[src/siq_pkg.sv]
`default_nettype none
package siq_pkg;

  localparam int DEPTH_DEFAULT = 32;
  localparam int VALUE_WIDTH_DEFAULT = 8;

  typedef enum logic {
    KIND_INSERT = 1'b0,
    KIND_POP    = 1'b1
  } siq_kind_t;

  typedef struct packed {
    logic ins;
    logic pop;
  } siq_op_t;

endpackage
`default_nettype wire

[src/sorted_insert_queue_top.sv]
// Sorted queue of up to DEPTH unsigned values built as a row of cells that
// shift toward the tail on an insert and toward the head on a pop, with the
// smallest value always held in the head cell. Every cycle may carry a
// transfer: busy stays low, each accepted item passes through the cell
// row, and its result appears on the next cycle with done high for exactly
// that one cycle. The receiver cannot stall, so results must be captured
// when done is high. An insert into a full queue and a pop from an empty
// queue leave the contents unchanged and report failure.
`default_nettype none
module sorted_insert_queue_top #(
  parameter int DEPTH       = siq_pkg::DEPTH_DEFAULT,
  parameter int VALUE_WIDTH = siq_pkg::VALUE_WIDTH_DEFAULT,
  localparam int CW         = $clog2(DEPTH + 1)
) (
  input  wire logic                   clk,
  input  wire logic                   rst,
  input  wire logic                   start,
  output logic                        busy,
  input  wire logic                   kind,
  input  wire logic [VALUE_WIDTH-1:0] value,
  output logic                        done,
  output logic      [VALUE_WIDTH-1:0] popped_value,
  output logic                        pop_valid,
  output logic                        insert_ok,
  output logic      [CW-1:0]          fill_count
);
  import siq_pkg::*;

  localparam logic [CW-1:0] FULL_COUNT = CW'(DEPTH);

  logic [CW-1:0]          count;
  logic [CW-1:0]          count_next;
  logic                   accept;
  siq_op_t                op;
  logic [VALUE_WIDTH-1:0] cell_value [DEPTH];
  logic                   cell_move  [DEPTH];

  assign busy   = 1'b0;
  assign accept = start && !busy;

  always_comb begin
    op.ins = accept && (kind == KIND_INSERT) && (count != FULL_COUNT);
    op.pop = accept && (kind == KIND_POP) && (count != '0);
    count_next = count;
    if (op.ins) begin
      count_next = count + CW'(1);
    end else if (op.pop) begin
      count_next = count - CW'(1);
    end
  end

  for (genvar i = 0; i < DEPTH; i++) begin : g_cell
    logic [VALUE_WIDTH-1:0] left_value;
    logic                   left_move;
    logic [VALUE_WIDTH-1:0] right_value;

    if (i == 0) begin : g_head
      assign left_value = '0;
      assign left_move  = 1'b0;
    end else begin : g_body
      assign left_value = cell_value[i-1];
      assign left_move  = cell_move[i-1];
    end

    if (i == DEPTH - 1) begin : g_tail
      assign right_value = '0;
    end else begin : g_inner
      assign right_value = cell_value[i+1];
    end

    siq_cell #(
      .VALUE_WIDTH(VALUE_WIDTH)
    ) u_cell (
      .clk        (clk),
      .op         (op),
      .occupied   (CW'(i) < count),
      .ins_value  (value),
      .left_value (left_value),
      .left_move  (left_move),
      .right_value(right_value),
      .value      (cell_value[i]),
      .move       (cell_move[i])
    );
  end

  always_ff @(posedge clk) begin
    if (rst) begin
      count <= '0;
      done  <= 1'b0;
    end else begin
      count <= count_next;
      done  <= accept;
    end
  end

  always_ff @(posedge clk) begin
    popped_value <= op.pop ? cell_value[0] : '0;
    pop_valid    <= op.pop;
    insert_ok    <= op.ins;
    fill_count   <= count_next;
  end

  a_count_bound: assert property (@(posedge clk) disable iff (rst)
    count <= FULL_COUNT)
    else $error("fill count exceeds depth");

  a_one_flag: assert property (@(posedge clk) disable iff (rst)
    done |-> !(pop_valid && insert_ok))
    else $error("pop and insert reported together");

  a_done_follows: assert property (@(posedge clk) disable iff (rst)
    done == $past(accept && !rst))
    else $error("result strobe does not follow accepted transfer");

  a_fill_matches: assert property (@(posedge clk) disable iff (rst)
    done |-> (fill_count == count))
    else $error("reported fill count differs from held count");

endmodule
`default_nettype wire

[src/siq_cell.sv]
`default_nettype none
module siq_cell #(
  parameter int VALUE_WIDTH = 8
) (
  input  wire logic                   clk,
  input  wire siq_pkg::siq_op_t       op,
  input  wire logic                   occupied,
  input  wire logic [VALUE_WIDTH-1:0] ins_value,
  input  wire logic [VALUE_WIDTH-1:0] left_value,
  input  wire logic                   left_move,
  input  wire logic [VALUE_WIDTH-1:0] right_value,
  output logic      [VALUE_WIDTH-1:0] value,
  output logic                        move
);
  import siq_pkg::*;

  // Cells hold values in ascending order from the head; an insert goes at the
  // first cell that is empty or holds a larger value, and the cells after it
  // take the value of their left neighbor.
  assign move = !occupied || (value > ins_value);

  always_ff @(posedge clk) begin
    if (op.ins) begin
      if (left_move) begin
        value <= left_value;
      end else if (move) begin
        value <= ins_value;
      end
    end else if (op.pop) begin
      value <= right_value;
    end
  end

endmodule
`default_nettype wire

[config.mk]
export PLATFORM = sky130hd
export DESIGN_NAME = sorted_insert_queue_top
export DESIGN_NICKNAME = d
export VERILOG_FILES = /design/src/siq_pkg.sv /design/src/sorted_insert_queue_top.sv /design/src/siq_cell.sv
export SDC_FILE = /design/constraint.sdc
export NUM_CORES = 1
export LEC_CHECK = 0
export ABC_AREA = 0
export BUFFER_PORTS_ARGS = -buffer_cell sky130_fd_sc_hd__buf_2
export CAP_MARGIN = 20
export CORE_ASPECT_RATIO = 0.6
export CORE_UTILIZATION = 30
export CTS_CLUSTER_DIAMETER = 40
export DETAILED_ROUTE_END_ITERATION = 12
export GPL_ROUTABILITY_DRIVEN = 0
export SYNTH_ARGS = -nofsm -noshare
export SYNTH_HDL_FRONTEND = slang
export SYNTH_HIERARCHICAL = 1
export SYNTH_SLANG_ARGS = --single-unit
export TNS_END_PERCENT = 1
[constraint.sdc]
create_clock -name clk -period 5.65 [get_ports clk]
set_clock_uncertainty 0.2 [all_clocks]
set_input_delay 0 -clock clk [delete_from_list [all_inputs] [get_ports clk]]
set_output_delay 0 -clock clk [all_outputs]
set_load 0.01 [all_outputs]
==> impl_metrics.csv, run 1 <==
group,metric,value,unit
detailed_routing,routed-wl-met2,23110,um
detailed_routing,vias_per_cell,5.146,
cts,cts_resized,0,
logic_synthesis,syn_area_per_cell,9.548,um2
floorplanning,initial_core_util,30.60,%
logic_synthesis,synth_warnings,6,
power_and_ir_drop,total_power,7.333,mW
timing,clock.fmax,0.2419,GHz
power_and_ir_drop,p_clk_share,33.4,%
cts,h-tree-depth,2,
timing,final.min_clock_period,4.134,ns
placement,placed_cells,3283,
placement,port_buffers,28,
cts,cts_made_buffers,37,
timing,slew_viol_final,0,
cells_and_area,final_common_cell,"a21oi_1",
power_and_ir_drop,power_frac_comb,26.1,%
timing,tns,0,ns
cells_and_area,seq_area,0.008148,mm2
cells_and_area,nets,2625,
cells_and_area,final_cell_mix,"a21oi_1 (353), nor2_1 (296), inv_1 (293)",
floorplanning,io_pins,30,
logic_synthesis,syn_area,0.02214,mm2
detailed_routing,ant_nets,0,
detailed_routing,drc,0,
power_and_ir_drop,power_leakage,11.76,nW
global_routing,grt_max_degree,151,
global_routing,grt_usage,16.80,%
timing,rsz0062_at_grt,"no",
critical_path,startpoint_type,"register",
floorplanning,design.core.area,0.07236,mm2
power_and_ir_drop,switchingPower,2.528,mW
detailed_routing,drt_iter0_markers,1936,
cells_and_area,fin_area,0.02474,mm2
timing,tightestPinTransition,1.136,ns
cts,cts.sinks,279,
critical_path,reg2reg_slack,1.52,ns
critical_path,cp-end-kind,"register",
floorplanning,fp.dieArea,0.07494,mm2
cts,root_buffer,"clkbuf_16",
cells_and_area,layout-drive-gt1-share,10.38,%
timing,maxSlewHeadroom,24.13,%
global_routing,antenna_found_initial,3,
critical_path,required,5.61,ns
power_and_ir_drop,irDropWorstVdd,0.0001727,V
detailed_routing,via_count,17270,
critical_path,crit_fanout,21,
cells_and_area,fillers,7404,
cts,clkTransAtPathRegs,0.06,ns
placement,dpl_cell_area,0.02346,mm2
detailed_routing,highest_layer,"met4",
status,outcome,"finished, final reports clean",
cells_and_area,stdcell_count,3356,
power_and_ir_drop,internal-power,4.804,mW
power_and_ir_drop,pwr-share-seq,40.5,%
detailed_routing,met1_length,34160,um
power_and_ir_drop,sw_frac_of_total,34.48,%
cells_and_area,multiInputGateArea,0.01233,mm2
timing,finalSetupViolations,0,
detailed_routing,wl_met3,5348,um
cts,cts_tree,"done",
cts,clk_latency,0.54,ns
cts,clockBufferDepth,3,
detailed_routing,wl,63490,um
floorplanning,die_x,352.7,um
power_and_ir_drop,power_density,296.4,mW/mm2
placement,place_hpwl,44420,um
global_routing,grt_pass1_wl,98220,um
global_routing,grt_pass1_vias,15910,
global_routing,grt_overflow,0,
floorplanning,std_cell_rows,76,
critical_path,crit_type,"register to register",
timing,hold_viol,0,
detailed_routing,route.detailed.wl_per_inst,18.92,um
critical_path,cp.arrival,4.09,ns
floorplanning,die_h,212.4,um
min_path,hold_path_class,"input pin to register",
run,maxCapViolCount,0,
cells_and_area,syn_to_final_growth,11.73,%
timing,fin_crit_sh,73.16,%
logic_synthesis,postSynthCellCount,2319,
detailed_routing,first_pass_iters,5,
## timing repair
action	4_1_cts	5_1_grt
buffers inserted	0	0
hold endpoints to repair	9	0
hold buffers	5	0
## sequential cells by signal (all words and copies together), names as in the netlist
name                 cells
g_cell.u_cell/value    256
popped_value             8
insert_ok                1
done                     1
pop_valid                1
count                    6
fill_count               6
## power by group through the flow
stage | clock network [mW] | registers (mW) | logic [mW]
floorplan | 0 | 2.84 | 1.39
global placement | 0 | 3.01 | 1.85
detailed placement | 0 | 3.00 | 1.87
CTS | 2.50 | 2.96 | 1.89
global route | 2.57 | 3.00 | 2.14
finish | 2.45 | 2.97 | 1.91
## stage by stage
step                hold WS [ns]  util (%)  setup WS, ns
floorplan               -0.07182         -         2.801
global placement          0.1717     32.41         1.777
detailed placement        0.1768     32.41         1.661
CTS                     0.004347     34.17         1.634
global route             0.02846     34.18         1.254
finish                   0.02538     34.19         1.516
## worst max-delay path: stages, from the launching register on
cell,delay [ns]
dfxtp_1,0.56
nor2_1,0.72
o211ai_1,0.59
nor4b_2,0.35
a21oi_1,0.17
buf_4,0.22
nor2b_1,0.08
o2bb2ai_1,0.12
a31oi_1,0.72
## path summary, 6_finish.rpt
check                                          startpoint                          to  cells after the start
worst max register to register                   count[5]   g_cell[2].u_cell/value[3]                      8
worst max-delay path                             count[5]   g_cell[2].u_cell/value[3]                      8
worst min register to register  g_cell[0].u_cell/value[4]             popped_value[4]                      1
worst min-delay path                             value[4]  g_cell[14].u_cell/value[4]                      4
## cell type report
class / count / share of cell area [%]
diodes: 2 / 0.02023
clock inverters: 23 / 1.118
multi-input cells: 1654 / 49.85
flip-flops and latches: 279 / 32.94
repair buffers: 85 / 2.802
inverters: 296 / 4.522
well taps: 975 / 4.931
clock buffers: 42 / 3.819
## layer usage
layer / vias up / track usage [%]
met2: 568 / 20.97
met3: 57 / 3.777
met4: 0 / 3.043
met1: 8328 / 27.95
met5: - / 0
li1: 8316 / -
Note: power is estimated with default switching activity, not from simulation.
==> run 2: changes to the inputs <==
ABC_AREA = 1   (was 0)
clock period = 4 ns   (was 5.65 ns; I/O delays follow)
==> impl_metrics.csv, run 2 <==
group,metric,value,unit
power_and_ir_drop,irDropWorstVdd,0.0002837,V
cells_and_area,syn_to_final_growth,13.40,%
min_path,hold_path_class,"input pin to register",
timing,clock.fmax,0.3060,GHz
cts,cts_resized,0,
global_routing,grt_max_degree,76,
detailed_routing,via_count,20020,
detailed_routing,wl,70570,um
logic_synthesis,postSynthCellCount,2964,
cells_and_area,antenna_cells,0,
timing,finalSetupViolations,0,
floorplanning,initial_core_util,30.57,%
global_routing,antenna_found_initial,1,
cts,h-tree-depth,2,
cts,cts.sinks,279,
timing,tightestPinTransition,0.7864,ns
cts,clk_latency,0.59,ns
global_routing,grt_pass1_wl,108000,um
floorplanning,io_pins,30,
timing,rsz0062_at_grt,"no",
placement,port_buffers,28,
logic_synthesis,syn_area,0.02212,mm2
cells_and_area,largest_register_ffs,256,
detailed_routing,drt_iter0_markers,2488,
detailed_routing,ant_nets,0,
floorplanning,die_h,212.4,um
cts,cts_made_buffers,47,
placement,placed_cells,3947,
critical_path,crit_type,"register to register",
critical_path,required,4.09,ns
timing,fin_crit_sh,81.70,%
cts,root_buffer,"clkbuf_16",
detailed_routing,first_pass_iters,8,
timing,maxSlewHeadroom,47.57,%
critical_path,cp.arrival,3.36,ns
logic_synthesis,synth_warnings,6,
cts,cts_setup_buffers,0,
cells_and_area,final_common_cell,"nand2_1",
cells_and_area,fillers,7572,
power_and_ir_drop,total_power,11.52,mW
cts,clkTransAtPathRegs,0.05,ns
timing,final.min_clock_period,3.268,ns
floorplanning,fp.dieArea,0.07488,mm2
global_routing,grt_pass1_vias,18140,
floorplanning,design.core.area,0.07236,mm2
run,maxCapViolCount,0,
cells_and_area,nets,3302,
power_and_ir_drop,power_leakage,12.35,nW
cts,clockBufferDepth,3,
critical_path,crit_fanout,75,
placement,dpl_cell_area,0.02342,mm2
detailed_routing,route.detailed.wl_per_inst,17.46,um
cts,cts_tree,"done",
detailed_routing,vias_per_cell,4.952,
floorplanning,std_cell_rows,76,
timing,slew_viol_final,0,
cells_and_area,multiInputGateArea,0.01153,mm2
floorplanning,die_x,352.6,um
detailed_routing,drc,0,
cells_and_area,seq_area,0.008148,mm2
cells_and_area,stdcell_count,4042,
critical_path,cp-end-kind,"register",
logic_synthesis,syn_area_per_cell,7.465,um2
placement,place_hpwl,50930,um
cts,ctsHoldBuffers,9,
timing,hold_viol,0,
global_routing,grt_overflow,0,
cells_and_area,fin_area,0.02509,mm2
cells_and_area,final_cell_mix,"nand2_1 (714), o21ai_0 (532), inv_1 (479)",
cells_and_area,regMostFlops,"g_cell.u_cell/value",
global_routing,grt_usage,18.65,%
cells_and_area,layout-drive-gt1-share,8.347,%
status,outcome,"finished, final reports clean",
timing,tns,0,ns
critical_path,startpoint_type,"register",
power_and_ir_drop,power_density,459.1,mW/mm2
cells_and_area,largestRegisters,"g_cell.u_cell/value x256, popped_value x8",
run 2: where the power goes:
part	internal, mW	total (mW)	switching (mW)
Combinational	0.996	3.00	2.00
Clock	2.56	4.12	1.56
Sequential	3.82	4.40	0.579
run 2: layer usage:
| metal | vias to the layer above | track usage [%] | wire length (um) |
|---|---|---|---|
| met5 | - | 0 | 0 |
| met1 | 9133 | 29.82 | 35300 |
| met2 | 1022 | 23.56 | 25320 |
| met3 | 93 | 5.562 | 8790 |
| li1 | 9770 | - | - |
| met4 | 0 | 3.823 | 1151 |
run 2: layout make-up:
| cell class | instances | share of cell area (%) |
|---|---|---|
| clock inverters | 27 | 1.027 |
| flip-flops and latches | 279 | 32.48 |
| inverters | 517 | 7.775 |
| clock buffers | 59 | 5.276 |
| repair buffers | 69 | 2.633 |
| well taps | 975 | 4.862 |
| multi-input cells | 2116 | 45.95 |
run 2: critical path: stages, from the launching register on:
cell and delay, ns:
dfxtp_1 0.56, inv_1 0.18, ha_1 0.31, inv_2 0.21
nor2_8 0.07, nand3_4 0.09, nand2_4 0.12, inv_8 0.38
buf_12 0.27, inv_2 0.12, nor2_1 0.12, nand3_1 0.09
nand2_1 0.10, inv_1 0.15
run 2: stage by stage:
step | hold slack, ns | worst slack (ns) | utilization, %
global route | 0.03755 | 0.4705 | 34.67
global placement | 0.03607 | 0.8360 | 32.36
finish | 0.02114 | 0.7319 | 34.67
CTS | 0.0006352 | 0.7729 | 34.67
floorplan | -0.1376 | 1.329 | -
detailed placement | 0.04134 | 0.8008 | 32.36
run 2: path summary, 6_finish.rpt:
path	start	to	slack, ns	cells past startpoint
worst min register to register	g_cell[0].u_cell/value[2]	popped_value[2]	0.36	2
worst min-delay path	value[0]	g_cell[14].u_cell/value[0]	0.02	4
worst max-delay path	count[1]	g_cell[29].u_cell/value[0]	0.73	13
worst max register to register	count[1]	g_cell[29].u_cell/value[0]	0.73	13
